$ cat src/atevp_pkg.sv
package atevp_pkg;

    // Line and payload capacities
    localparam int LINE_MAX    = 256;
    localparam int PAYLOAD_MAX = 64;
    localparam int LINE_CAP    = LINE_MAX - 1;
    localparam int PAY_CAP     = (PAYLOAD_MAX - 1 > 63) ? 63 : PAYLOAD_MAX - 1;
    localparam int LINE_W      = $clog2(LINE_MAX);
    localparam int PAY_W       = 6;
    localparam int PAY_AW      = (PAY_CAP > 1) ? $clog2(PAY_CAP) : 1;

    // Character codes
    localparam logic [7:0] CH_NL    = 8'h0A;
    localparam logic [7:0] CH_CR    = 8'h0D;
    localparam logic [7:0] CH_COLON = 8'h3A;
    localparam logic [7:0] CH_PLUS  = 8'h2B;
    localparam logic [7:0] CH_UNDER = 8'h5F;
    localparam logic [7:0] CH_P     = 8'h50;
    localparam logic [7:0] CH_TWO   = 8'h32;
    localparam logic [7:0] CH_NUL   = 8'h00;

    // Token matcher states beyond the shared prefix
    localparam logic [3:0] MS_PREFIX = 4'd7;
    localparam logic [3:0] MS_RXP    = 4'd8;
    localparam logic [3:0] MS_RXP2   = 4'd9;

    // Controller states
    typedef enum logic [1:0] {
        ST_IDLE = 2'b01,
        ST_SEND = 2'b10
    } state_t;

    // Commands from the controller to the datapath
    typedef struct packed {
        logic take_byte;
        logic start_run;
        logic next_byte;
    } cmd_t;

    // Status from the datapath to the controller
    typedef struct packed {
        logic is_newline;
        logic deliver;
        logic out_last;
    } sts_t;

    // Shared prefix "+EVT:RX", one character per matched position
    function automatic logic [7:0] prefix_char(input logic [2:0] pos);
        logic [7:0] ch;
        case (pos)
            3'd0:    ch = 8'h2B;
            3'd1:    ch = 8'h45;
            3'd2:    ch = 8'h56;
            3'd3:    ch = 8'h54;
            3'd4:    ch = 8'h3A;
            3'd5:    ch = 8'h52;
            3'd6:    ch = 8'h58;
            default: ch = 8'h00;
        endcase
        return ch;
    endfunction

endpackage

$ cat src/at_event_line_payload_parser_core.sv
// Channel   Direction  Handshake            Payload
// input     in         in_valid/in_ready    rx_byte
// result    out        out_valid/out_ready  payload_byte, payload_length, empty_res, last
// config    in         cfg_valid/cfg_ready  cfg_data (deliver enable)
//
// An ordinary byte is accepted whenever the block is idle; the line state and payload store update at once.
// A newline that closes a matched line starts a run of results, one per cycle while the
// receiver is ready, read from the payload store through its registered read port.
// No input transaction is taken while a run is in progress.
// Reset clears the line state and the deliver enable; the payload store is not cleared.
// The config port is always ready.
module at_event_line_payload_parser_core (
    input  logic                        clk,
    input  logic                        rst_n,
    input  logic                        in_valid,
    output logic                        in_ready,
    input  logic [7:0]                  rx_byte,
    output logic                        out_valid,
    input  logic                        out_ready,
    output logic [7:0]                  payload_byte,
    output logic [atevp_pkg::PAY_W-1:0] payload_length,
    output logic                        empty_res,
    output logic                        last,
    input  logic                        cfg_valid,
    output logic                        cfg_ready,
    input  logic                        cfg_data
);
    import atevp_pkg::*;

    cmd_t cmd;
    sts_t sts;

    assign cfg_ready = 1'b1;

    // Sequencing of input and result transactions
    atevp_ctrl u_ctrl (
        .clk       (clk),
        .rst_n     (rst_n),
        .in_valid  (in_valid),
        .in_ready  (in_ready),
        .out_valid (out_valid),
        .out_ready (out_ready),
        .sts       (sts),
        .cmd       (cmd)
    );

    // Matcher, counters and payload store
    atevp_dp u_dp (
        .clk            (clk),
        .rst_n          (rst_n),
        .cfg_valid      (cfg_valid),
        .cfg_data       (cfg_data),
        .rx_byte        (rx_byte),
        .cmd            (cmd),
        .sts            (sts),
        .payload_byte   (payload_byte),
        .payload_length (payload_length),
        .empty_res      (empty_res),
        .last           (last)
    );

endmodule

$ cat src/atevp_ctrl.sv
module atevp_ctrl (
    input  logic           clk,
    input  logic           rst_n,
    input  logic           in_valid,
    output logic           in_ready,
    output logic           out_valid,
    input  logic           out_ready,
    input  atevp_pkg::sts_t sts,
    output atevp_pkg::cmd_t cmd
);
    import atevp_pkg::*;

    state_t state_reg;
    state_t state_next;

    // State register
    always_ff @(posedge clk or negedge rst_n)
    begin
        if (!rst_n)
        begin
            state_reg <= ST_IDLE;
        end
        else
        begin
            state_reg <= state_next;
        end
    end

    // Next state and command decode
    always_comb
    begin
        state_next    = state_reg;
        in_ready      = 1'b0;
        out_valid     = 1'b0;
        cmd.take_byte = 1'b0;
        cmd.start_run = 1'b0;
        cmd.next_byte = 1'b0;
        case (state_reg)
            ST_IDLE:
            begin
                in_ready      = 1'b1;
                cmd.take_byte = in_valid;
                if (in_valid && sts.is_newline && sts.deliver)
                begin
                    cmd.start_run = 1'b1;
                    state_next    = ST_SEND;
                end
            end
            ST_SEND:
            begin
                out_valid = 1'b1;
                if (out_ready)
                begin
                    if (sts.out_last)
                    begin
                        state_next = ST_IDLE;
                    end
                    else
                    begin
                        cmd.next_byte = 1'b1;
                    end
                end
            end
            default:
            begin
                state_next = ST_IDLE;
            end
        endcase
    end

endmodule

$ cat src/atevp_dp.sv
module atevp_dp (
    input  logic                        clk,
    input  logic                        rst_n,
    input  logic                        cfg_valid,
    input  logic                        cfg_data,
    input  logic [7:0]                  rx_byte,
    input  atevp_pkg::cmd_t             cmd,
    output atevp_pkg::sts_t             sts,
    output logic [7:0]                  payload_byte,
    output logic [atevp_pkg::PAY_W-1:0] payload_length,
    output logic                        empty_res,
    output logic                        last
);
    import atevp_pkg::*;

    logic              enable_reg,  enable_next;
    logic [3:0]        match_reg,   match_next;
    logic              event_reg,   event_next;
    logic [LINE_W-1:0] line_cnt_reg, line_cnt_next;
    logic              zero_reg,    zero_next;
    logic [PAY_W-1:0]  pay_cnt_reg, pay_cnt_next;
    logic [PAY_W-1:0]  idx_reg,     idx_next;
    logic [PAY_W-1:0]  len_reg,     len_next;
    logic [7:0]        rd_data_reg;

    logic [7:0]        mem [PAY_CAP];
    logic              wr_en;
    logic              rd_en;
    logic [PAY_W-1:0]  rd_addr;
    logic [PAY_W-1:0]  idx_inc;
    logic [3:0]        match_adv;
    logic              event_adv;

    assign idx_inc = idx_reg + 1'b1;

    // Streaming token matcher for "+EVT:RXP2P" and "+EVT:RX_"
    always_comb
    begin
        match_adv = (rx_byte == CH_PLUS) ? 4'd1 : 4'd0;
        event_adv = event_reg;
        if (match_reg < MS_PREFIX)
        begin
            if (rx_byte == prefix_char(match_reg[2:0]))
            begin
                match_adv = match_reg + 4'd1;
            end
        end
        else if (match_reg == MS_PREFIX)
        begin
            if (rx_byte == CH_UNDER)
            begin
                event_adv = 1'b1;
            end
            else if (rx_byte == CH_P)
            begin
                match_adv = MS_RXP;
            end
        end
        else if (match_reg == MS_RXP)
        begin
            if (rx_byte == CH_TWO)
            begin
                match_adv = MS_RXP2;
            end
        end
        else
        begin
            if (rx_byte == CH_P)
            begin
                event_adv = 1'b1;
            end
        end
    end

    // Deliver enable, line state update for each accepted byte and the replay index
    always_comb
    begin
        enable_next   = enable_reg;
        match_next    = match_reg;
        event_next    = event_reg;
        line_cnt_next = line_cnt_reg;
        zero_next     = zero_reg;
        pay_cnt_next  = pay_cnt_reg;
        idx_next      = idx_reg;
        len_next      = len_reg;
        wr_en         = 1'b0;
        if (cfg_valid)
        begin
            enable_next = cfg_data;
        end
        if (cmd.take_byte)
        begin
            if (rx_byte == CH_NL)
            begin
                match_next    = '0;
                event_next    = 1'b0;
                line_cnt_next = '0;
                zero_next     = 1'b0;
                pay_cnt_next  = '0;
                if (cmd.start_run)
                begin
                    len_next = pay_cnt_reg;
                    idx_next = '0;
                end
            end
            else if (rx_byte != CH_CR && line_cnt_reg < LINE_W'(LINE_CAP))
            begin
                line_cnt_next = line_cnt_reg + 1'b1;
                if (!zero_reg)
                begin
                    if (rx_byte == CH_NUL)
                    begin
                        zero_next = 1'b1;
                    end
                    else
                    begin
                        match_next = match_adv;
                        event_next = event_adv;
                        if (rx_byte == CH_COLON)
                        begin
                            pay_cnt_next = '0;
                        end
                        else if (pay_cnt_reg < PAY_W'(PAY_CAP))
                        begin
                            wr_en        = 1'b1;
                            pay_cnt_next = pay_cnt_reg + 1'b1;
                        end
                    end
                end
            end
        end
        if (cmd.next_byte)
        begin
            idx_next = idx_inc;
        end
    end

    // Control registers
    always_ff @(posedge clk or negedge rst_n)
    begin
        if (!rst_n)
        begin
            enable_reg   <= 1'b0;
            match_reg    <= '0;
            event_reg    <= 1'b0;
            line_cnt_reg <= '0;
            zero_reg     <= 1'b0;
            pay_cnt_reg  <= '0;
            idx_reg      <= '0;
            len_reg      <= '0;
        end
        else
        begin
            enable_reg   <= enable_next;
            match_reg    <= match_next;
            event_reg    <= event_next;
            line_cnt_reg <= line_cnt_next;
            zero_reg     <= zero_next;
            pay_cnt_reg  <= pay_cnt_next;
            idx_reg      <= idx_next;
            len_reg      <= len_next;
        end
    end

    // Payload store: written while a line arrives, read back during the run
    assign rd_en   = cmd.start_run | cmd.next_byte;
    assign rd_addr = cmd.start_run ? '0 : idx_inc;

    always_ff @(posedge clk)
    begin
        if (wr_en)
        begin
            mem[pay_cnt_reg[PAY_AW-1:0]] <= rx_byte;
        end
        if (rd_en)
        begin
            rd_data_reg <= mem[rd_addr[PAY_AW-1:0]];
        end
    end

    // Result fields and status
    assign empty_res      = (len_reg == '0);
    assign last           = empty_res || (idx_inc == len_reg);
    assign payload_byte   = empty_res ? 8'h00 : rd_data_reg;
    assign payload_length = len_reg;

    assign sts.is_newline = (rx_byte == CH_NL);
    assign sts.deliver    = event_reg & enable_reg;
    assign sts.out_last   = last;

endmodule

$ cat config.mk
export PLATFORM = sky130hd
export DESIGN_NAME = at_event_line_payload_parser_core
export DESIGN_NICKNAME = d
export VERILOG_FILES = /design/src/atevp_pkg.sv /design/src/at_event_line_payload_parser_core.sv /design/src/atevp_ctrl.sv /design/src/atevp_dp.sv
export SDC_FILE = /design/constraint.sdc
export NUM_CORES = 1
export LEC_CHECK = 0
export BUFFER_PORTS_ARGS = -buffer_cell sky130_fd_sc_hd__buf_2
export CAP_MARGIN = 10
export CORE_MARGIN = 5
export CORE_UTILIZATION = 54
export DETAILED_ROUTE_END_ITERATION = 6
export PLACE_DENSITY = 0.7
export SETUP_SLACK_MARGIN = 0.15
export SLEW_MARGIN = 20
export SYNTH_ARGS = -nofsm -noshare
export SYNTH_HDL_FRONTEND = slang
export SYNTH_SLANG_ARGS = --single-unit
$ cat constraint.sdc
create_clock -name clk -period 3 [get_ports clk]
set_input_delay 0.15 -clock clk [delete_from_list [all_inputs] [get_ports clk]]
set_output_delay 0.15 -clock clk [all_outputs]
set_load 0.01 [all_outputs]
Word level (Yosys, flattened, before mapping)
Memories as Yosys holds them, arrays and structs flattened. A register that Yosys moved wholly into a read port is not among the register bits. Index checks and enable logic that the tools add are counted.

Register bits after elaboration: 35. Bits in writable memories: 504. Input port bits: 14. Output and inout port bits: 19. Word-level logic and storage cells: 127. Memories: 1.

Memories: u_dp.mem (words 63, width 8, rd ports 1, clocked after memory_dff 1, wr ports 1, RTL line atevp_dp.sv:26) `logic [7:0] mem [PAY_CAP];`.

Add/sub/neg operators: 4. $lt $le $gt $ge: 3. Equality and inequality tests: 27. Multiplexer cells: 61. Bitwise operators: 2. Reduce and logical (&&, ||, !) cells: 20.

Operators by type and width (count): 6-bit 2-to-1 mux (11); 7-bit case mux with 7 select lines (1); 4-bit 2-to-1 mux (11); 8-bit 2-to-1 mux (4); 1-bit 2-to-1 mux (29); 8-bit by 6-bit equality test with 1-bit output (second input constant) (3); 8-bit by 7-bit equality test with 1-bit output (second input constant) (2); 6-bit by 1-bit adder with 6-bit output (second input constant) (2); 2-bit inequality test (second input constant) (5); 3-bit equality test (second input constant) (3); 3-bit AND reduction (3); 8-bit by 1-bit adder with 8-bit output (second input constant) (1); 8-bit by 4-bit equality test with 1-bit output (second input constant) (1); 8-bit equality test (1); 8-bit zero test (1); 8-bit less-than comparator (second input constant) (1); 2-bit 2-to-1 mux (4); 8-bit by 4-bit inequality test with 1-bit output (second input constant) (1); 8-bit AND reduction (1); 2-bit nonzero test (4); 3-bit by 2-bit equality test with 1-bit output (second input constant) (2); 6-bit equality test (1); 6-bit zero test (1); 6-bit less-than comparator (second input constant) (1); other kinds (20) (23).

Longest topological paths before layout
Depth after elaboration: 10. Depth in mapped cells: 10. Depth with buffers taken out: 8.

Hierarchy
From an unflattened synthesis, not the netlist that was laid out.

Cell total of the unflattened synthesis: 1489. Area total of the unflattened synthesis: 22866.9 um^2.

By module, submodules not included: atevp_dp (instances 1, cells an instance 1477, area each 22736.8 um^2, seq. area each 16200.5 um^2); atevp_ctrl (instances 1, cells an instance 10, area each 118.9 um^2, seq. area each 51.3 um^2); at_event_line_payload_parser_core (instances 1, cells an instance 2, area each 11.3 um^2, seq. area each 0.0 um^2).

Least setup slack after synthesis
Ideal clock, no wire load.

Path type: register -> register. Start point: register u_dp.idx_reg[0]. End point: register u_dp.rd_data_reg[0], read port of u_dp.mem (enable). Library setup time: 0.304 ns. Arrival time: 2.405 ns. Required time: 2.696 ns. Slack: 0.291 ns. Stages on the path, launching flop included: 10. Path buffers: 3. Clock period less this slack: 2.709 ns. Cell sequence: dfrtp_1 -> ha_1 -> clkbuf_1 -> clkbuf_1 -> xor2_1 -> nor2_1 -> nand4b_1 -> o2111ai_1 -> clkbuf_1 -> nand2_1.

Longest elaborated chain between the ends: 7. Elaborated cells on any way between the ends: 8. Those cells by class: add/sub (1); eq/ne (1); mux (4); bitwise (1); reduce/logical (1).

Ends and longest elaborated chain: start: declaration (RTL line atevp_dp.sv:22) `logic [PAY_W-1:0] idx_reg, idx_next;`; start signal: assignment (RTL line atevp_dp.sv:160) `idx_reg <= idx_next;`; 6-bit by 1-bit adder with 6-bit output (RTL line atevp_dp.sv:34) `assign idx_inc = idx_reg + 1'b1;`; 6-bit equality test (RTL line atevp_dp.sv:183) `assign last = empty_res || (idx_inc == len_reg);`; 1-bit logical OR (RTL line atevp_dp.sv:183); 1-bit 2-to-1 mux (RTL line atevp_ctrl.sv:54) `if (sts.out_last)`; 1-bit 2-to-1 mux (RTL line atevp_ctrl.sv:52) `if (out_ready)`; 1-bit 2-to-1 mux (RTL line atevp_ctrl.sv:38) `case (state_reg)`; 1-bit bitwise OR (RTL line atevp_dp.sv:166) `assign rd_en = cmd.start_run | cmd.next_byte;`; via u_dp.rd_en (RTL line atevp_dp.sv:28) `logic rd_en;`; end: declaration (RTL line atevp_dp.sv:24) `logic [7:0] rd_data_reg;`.

The timed path passes the listed nets, and every way through them passes these cells. A chain may end at the register's enable or synchronous reset.

Worst setup path after layout
Start point: register u_dp.idx_reg[0]. End point: register u_dp.rd_data_reg[1], read port of u_dp.mem (data pin).

Longest elaborated chain between the ends: 7. Elaborated cells on any way between the ends: 8. Those cells by class: add/sub (1); eq/ne (1); mux (4); bitwise (1); reduce/logical (1).

Ends and longest elaborated chain (RTL line): 6-bit by 1-bit adder with 6-bit output (*) (atevp_dp.sv:34); 6-bit equality test (atevp_dp.sv:183); 1-bit logical OR (atevp_dp.sv:183); 1-bit 2-to-1 mux (atevp_ctrl.sv:54); 1-bit 2-to-1 mux (atevp_ctrl.sv:52); 1-bit 2-to-1 mux (atevp_ctrl.sv:38); 1-bit bitwise OR (atevp_dp.sv:166).

Mark *: on every way between the ends. The rest lies on a longest branch, timed or not.

==> qor.txt <==
Die Y = 216 microns
Commonest non-fill, non-tap cell in the layout = edfxtp_1
Placed Area = 25200 sq um
Worst Setup EP = u_dp.rd_data_reg[1]
Drt first pass iters = 5
Commonest cells after routing, fill and taps aside = edfxtp_1, buf_4, nor2_1
Synth warn = 0
Vias = 14784
CTS Root Cell = clkbuf_16
Initial core utilization = 54.6%
Met1 Track Usage GR = 41.6%
Top post-synthesis cells by area = edfxtp_1, mux4_2, dfrtp_1
Clk slew on worst S/H paths = 0.06 ns
CP Launch Point = u_dp.idx_reg[0]
R2R Setup Slk = 0.18 ns
ANT nets after route = 0
Die X-Extent = 216 microns
Layout area overhead = 18.5%
Syn nets = 1489
Rel. slew slack = 41.3%
Fmax = 0.354 GHz
HP Class = primary input to register
Met3 Track Usage GR = 6.43%
Row count = 75
Post-synth EDFFs = 512
R2R cell count = 10
Share of layout cells above drive strength 1 = 26.2%
Primary FF master, synth = edfxtp_1
Initial DRC Count = 2302
Status = complete, no violations
Mapped cell area = 22900 sq um
Global Route Usage Sum = 28.6%
N_diodes = 0
Post-Layout Inst Area = 27100 sq um
Crit start category = register
Total of max-cap violations = 0
Vias/cell = 6.57
# nets final = 1690
RSZ-0062 raised after global routing = yes
Peak supply drop = 0.000541 V
Clk_lat worst skew = 0.61 ns
Longest Clk Path Bufs = 3
Dpl cells = 2143
Residual DRC count = 0
Initial antenna violation count = 4
Critical path type = register to register
Die area = 46700 sq um
CP Capture Type = register
Share of the synthesized area in the top cell type = 67.1%
Drt total wl = 66500 microns
Gate Count Post-Synth = 1466
Setup TNS = 0 ns
R2R Path End = u_dp.rd_data_reg[1]
Slew @ Worst Pin = 0.880 ns
Max reg flops = 504
WP data arrival = 3.15 ns
CTS Sinks = 547
Global-route wire length before repair = 98900 microns
Largest area contributor in the netlist = edfxtp_1
Leak = 9.15 nW
H-tree Lvls = 2
Final cell count without fillers = 2251
Unique masters post-synth = 89
Worst R2R Start = u_dp.idx_reg[0]
GRT Max-Usage Layer = met2
Vias in the first global route = 14480
Clock skew = 0.0178 ns
Final Util = 64.7%
Setup WS post-layout = 0.175 ns
Routed WL per cell = 29.5 microns
Required time worst endpoint = 3.32 ns
Fin. max-slew vios = 0
Seq/Total Area, Yosys = 70.9%
Total CTS buffers = 53
Core Area = 41900 sq um
Fraction of registers with async set/reset = 6.40%
Fin. Hold Viols = 0
Power density cells = 606 nW/um^2
Largest net degree at the start of global routing = 68
Met2 usage in global routing = 44.2%
Final setup viols = 0
CTS tree = yes
Period utilization = 94.2%
Number of I/O pins = 33
Syn Area/Cell = 15.6 sq um
GPL Wtd Cong = 0.963
CP max FO = 10
Post-DP HPWL = 42200 microns
IO buf count = 31
Placement Setup Slack = 0.0301 ns
Final Critical Period = 2.82 ns
#FFs+latches synth = 547
Gr ovfl total = 0
-- synth_stat cells (all sizes together), types with 14 or more instances --
| master | number |
|---|---|
| buf | 39 |
| and2 | 14 |
| edfxtp | 512 |
| nor2 | 140 |
| o21ai | 47 |
| nor3 | 24 |
| mux2i | 47 |
| a221oi | 17 |
| mux4 | 46 |
| nand3 | 32 |
| a21oi | 46 |
| clkbuf | 56 |
| dfrtp | 34 |
| o221ai | 17 |
| mux2 | 39 |
| a211oi | 18 |
| nand2 | 76 |
-- stage by stage --
step                hold WS, ns  power (mW)
finish                    0.103        16.5
global route              0.106        16.9
CTS                      0.0715        16.5
detailed placement        0.288        9.57
global placement          0.263        9.55
floorplan                -0.146        9.03
-- layout make-up --
type / instances / area (sq um)
Sequential cell: 547 / 16300
Clock inverter: 39 / 432
Timing Repair Buffer: 241 / 2020
Tap cell: 539 / 674
Fill cell: 2954 / 14800
Multi-Input combinational cell: 814 / 6330
Clock buffer: 61 / 1400
Inverter: 10 / 41.3
-- routing by layer --
layer	routed length (microns)	part of all wire [%]	vias up
li1	-	-	6250
met1	26200	39	7366
met2	30500	46	981
met3	7240	11	187
met4	2550	3.8	0
met5	0	0	-
-- how the worst min path moves through the flow --
stage               cells after the start             endpoint  slack (ns)       start
floorplan                               0  u_ctrl.state_reg[1]       -0.15       rst_n
global route                            2      u_dp.mem[10][1]        0.11  rx_byte[1]
detailed placement                      1      u_dp.enable_reg        0.29       rst_n
CTS                                     4       u_dp.event_reg        0.07  rx_byte[5]
finish                                  4       u_dp.event_reg        0.10  rx_byte[5]
global placement                        1      u_dp.enable_reg        0.26       rst_n
-- worst max-delay path, cell delays in order (launching register included) --
cell and delay [ns]:
dfrtp_4 0.53, ha_4 0.33, inv_1 0.19, a41oi_1 0.09
buf_4 0.21, buf_12 0.15, a2111oi_1 0.45, o32ai_1 0.17
buf_4 0.17, a21oi_1 0.14, o32ai_1 0.10
-- where the power goes --
group | internal [mW] | switching (mW) | total (mW)
Combinational | 0.212 | 0.647 | 0.859
Clock | 4.13 | 2.89 | 7.02
Sequential | 8.45 | 0.126 | 8.58
Total | 12.8 | 3.66 | 16.5
-- cells by family after synthesis --
| logic type | share of synthesized area [%] |
|---|---|
| flip-flops | 70.9 |
| AND/OR/NAND/NOR | 7.60 |
| AO/OA/AOI/OAI | 9.36 |
| multiplexers | 8.49 |
| buffers and inverters | 1.98 |
| XOR/XNOR | 1.14 |
| adder cells (fa/ha/maj) | 0.491 |
| other | 0.0164 |
-- repair_timing --
item | 4_1_cts | 5_1_grt
hold buffers | 4 | 0
hold endpoints to repair | 36 | 0
buffers inserted | 3 | 0
gates resized for setup | 3 | 15
setup endpoints to repair | 3 | 64
cloned | 1 | 0
No activity file was read; power rests on OpenSTA's default activity.
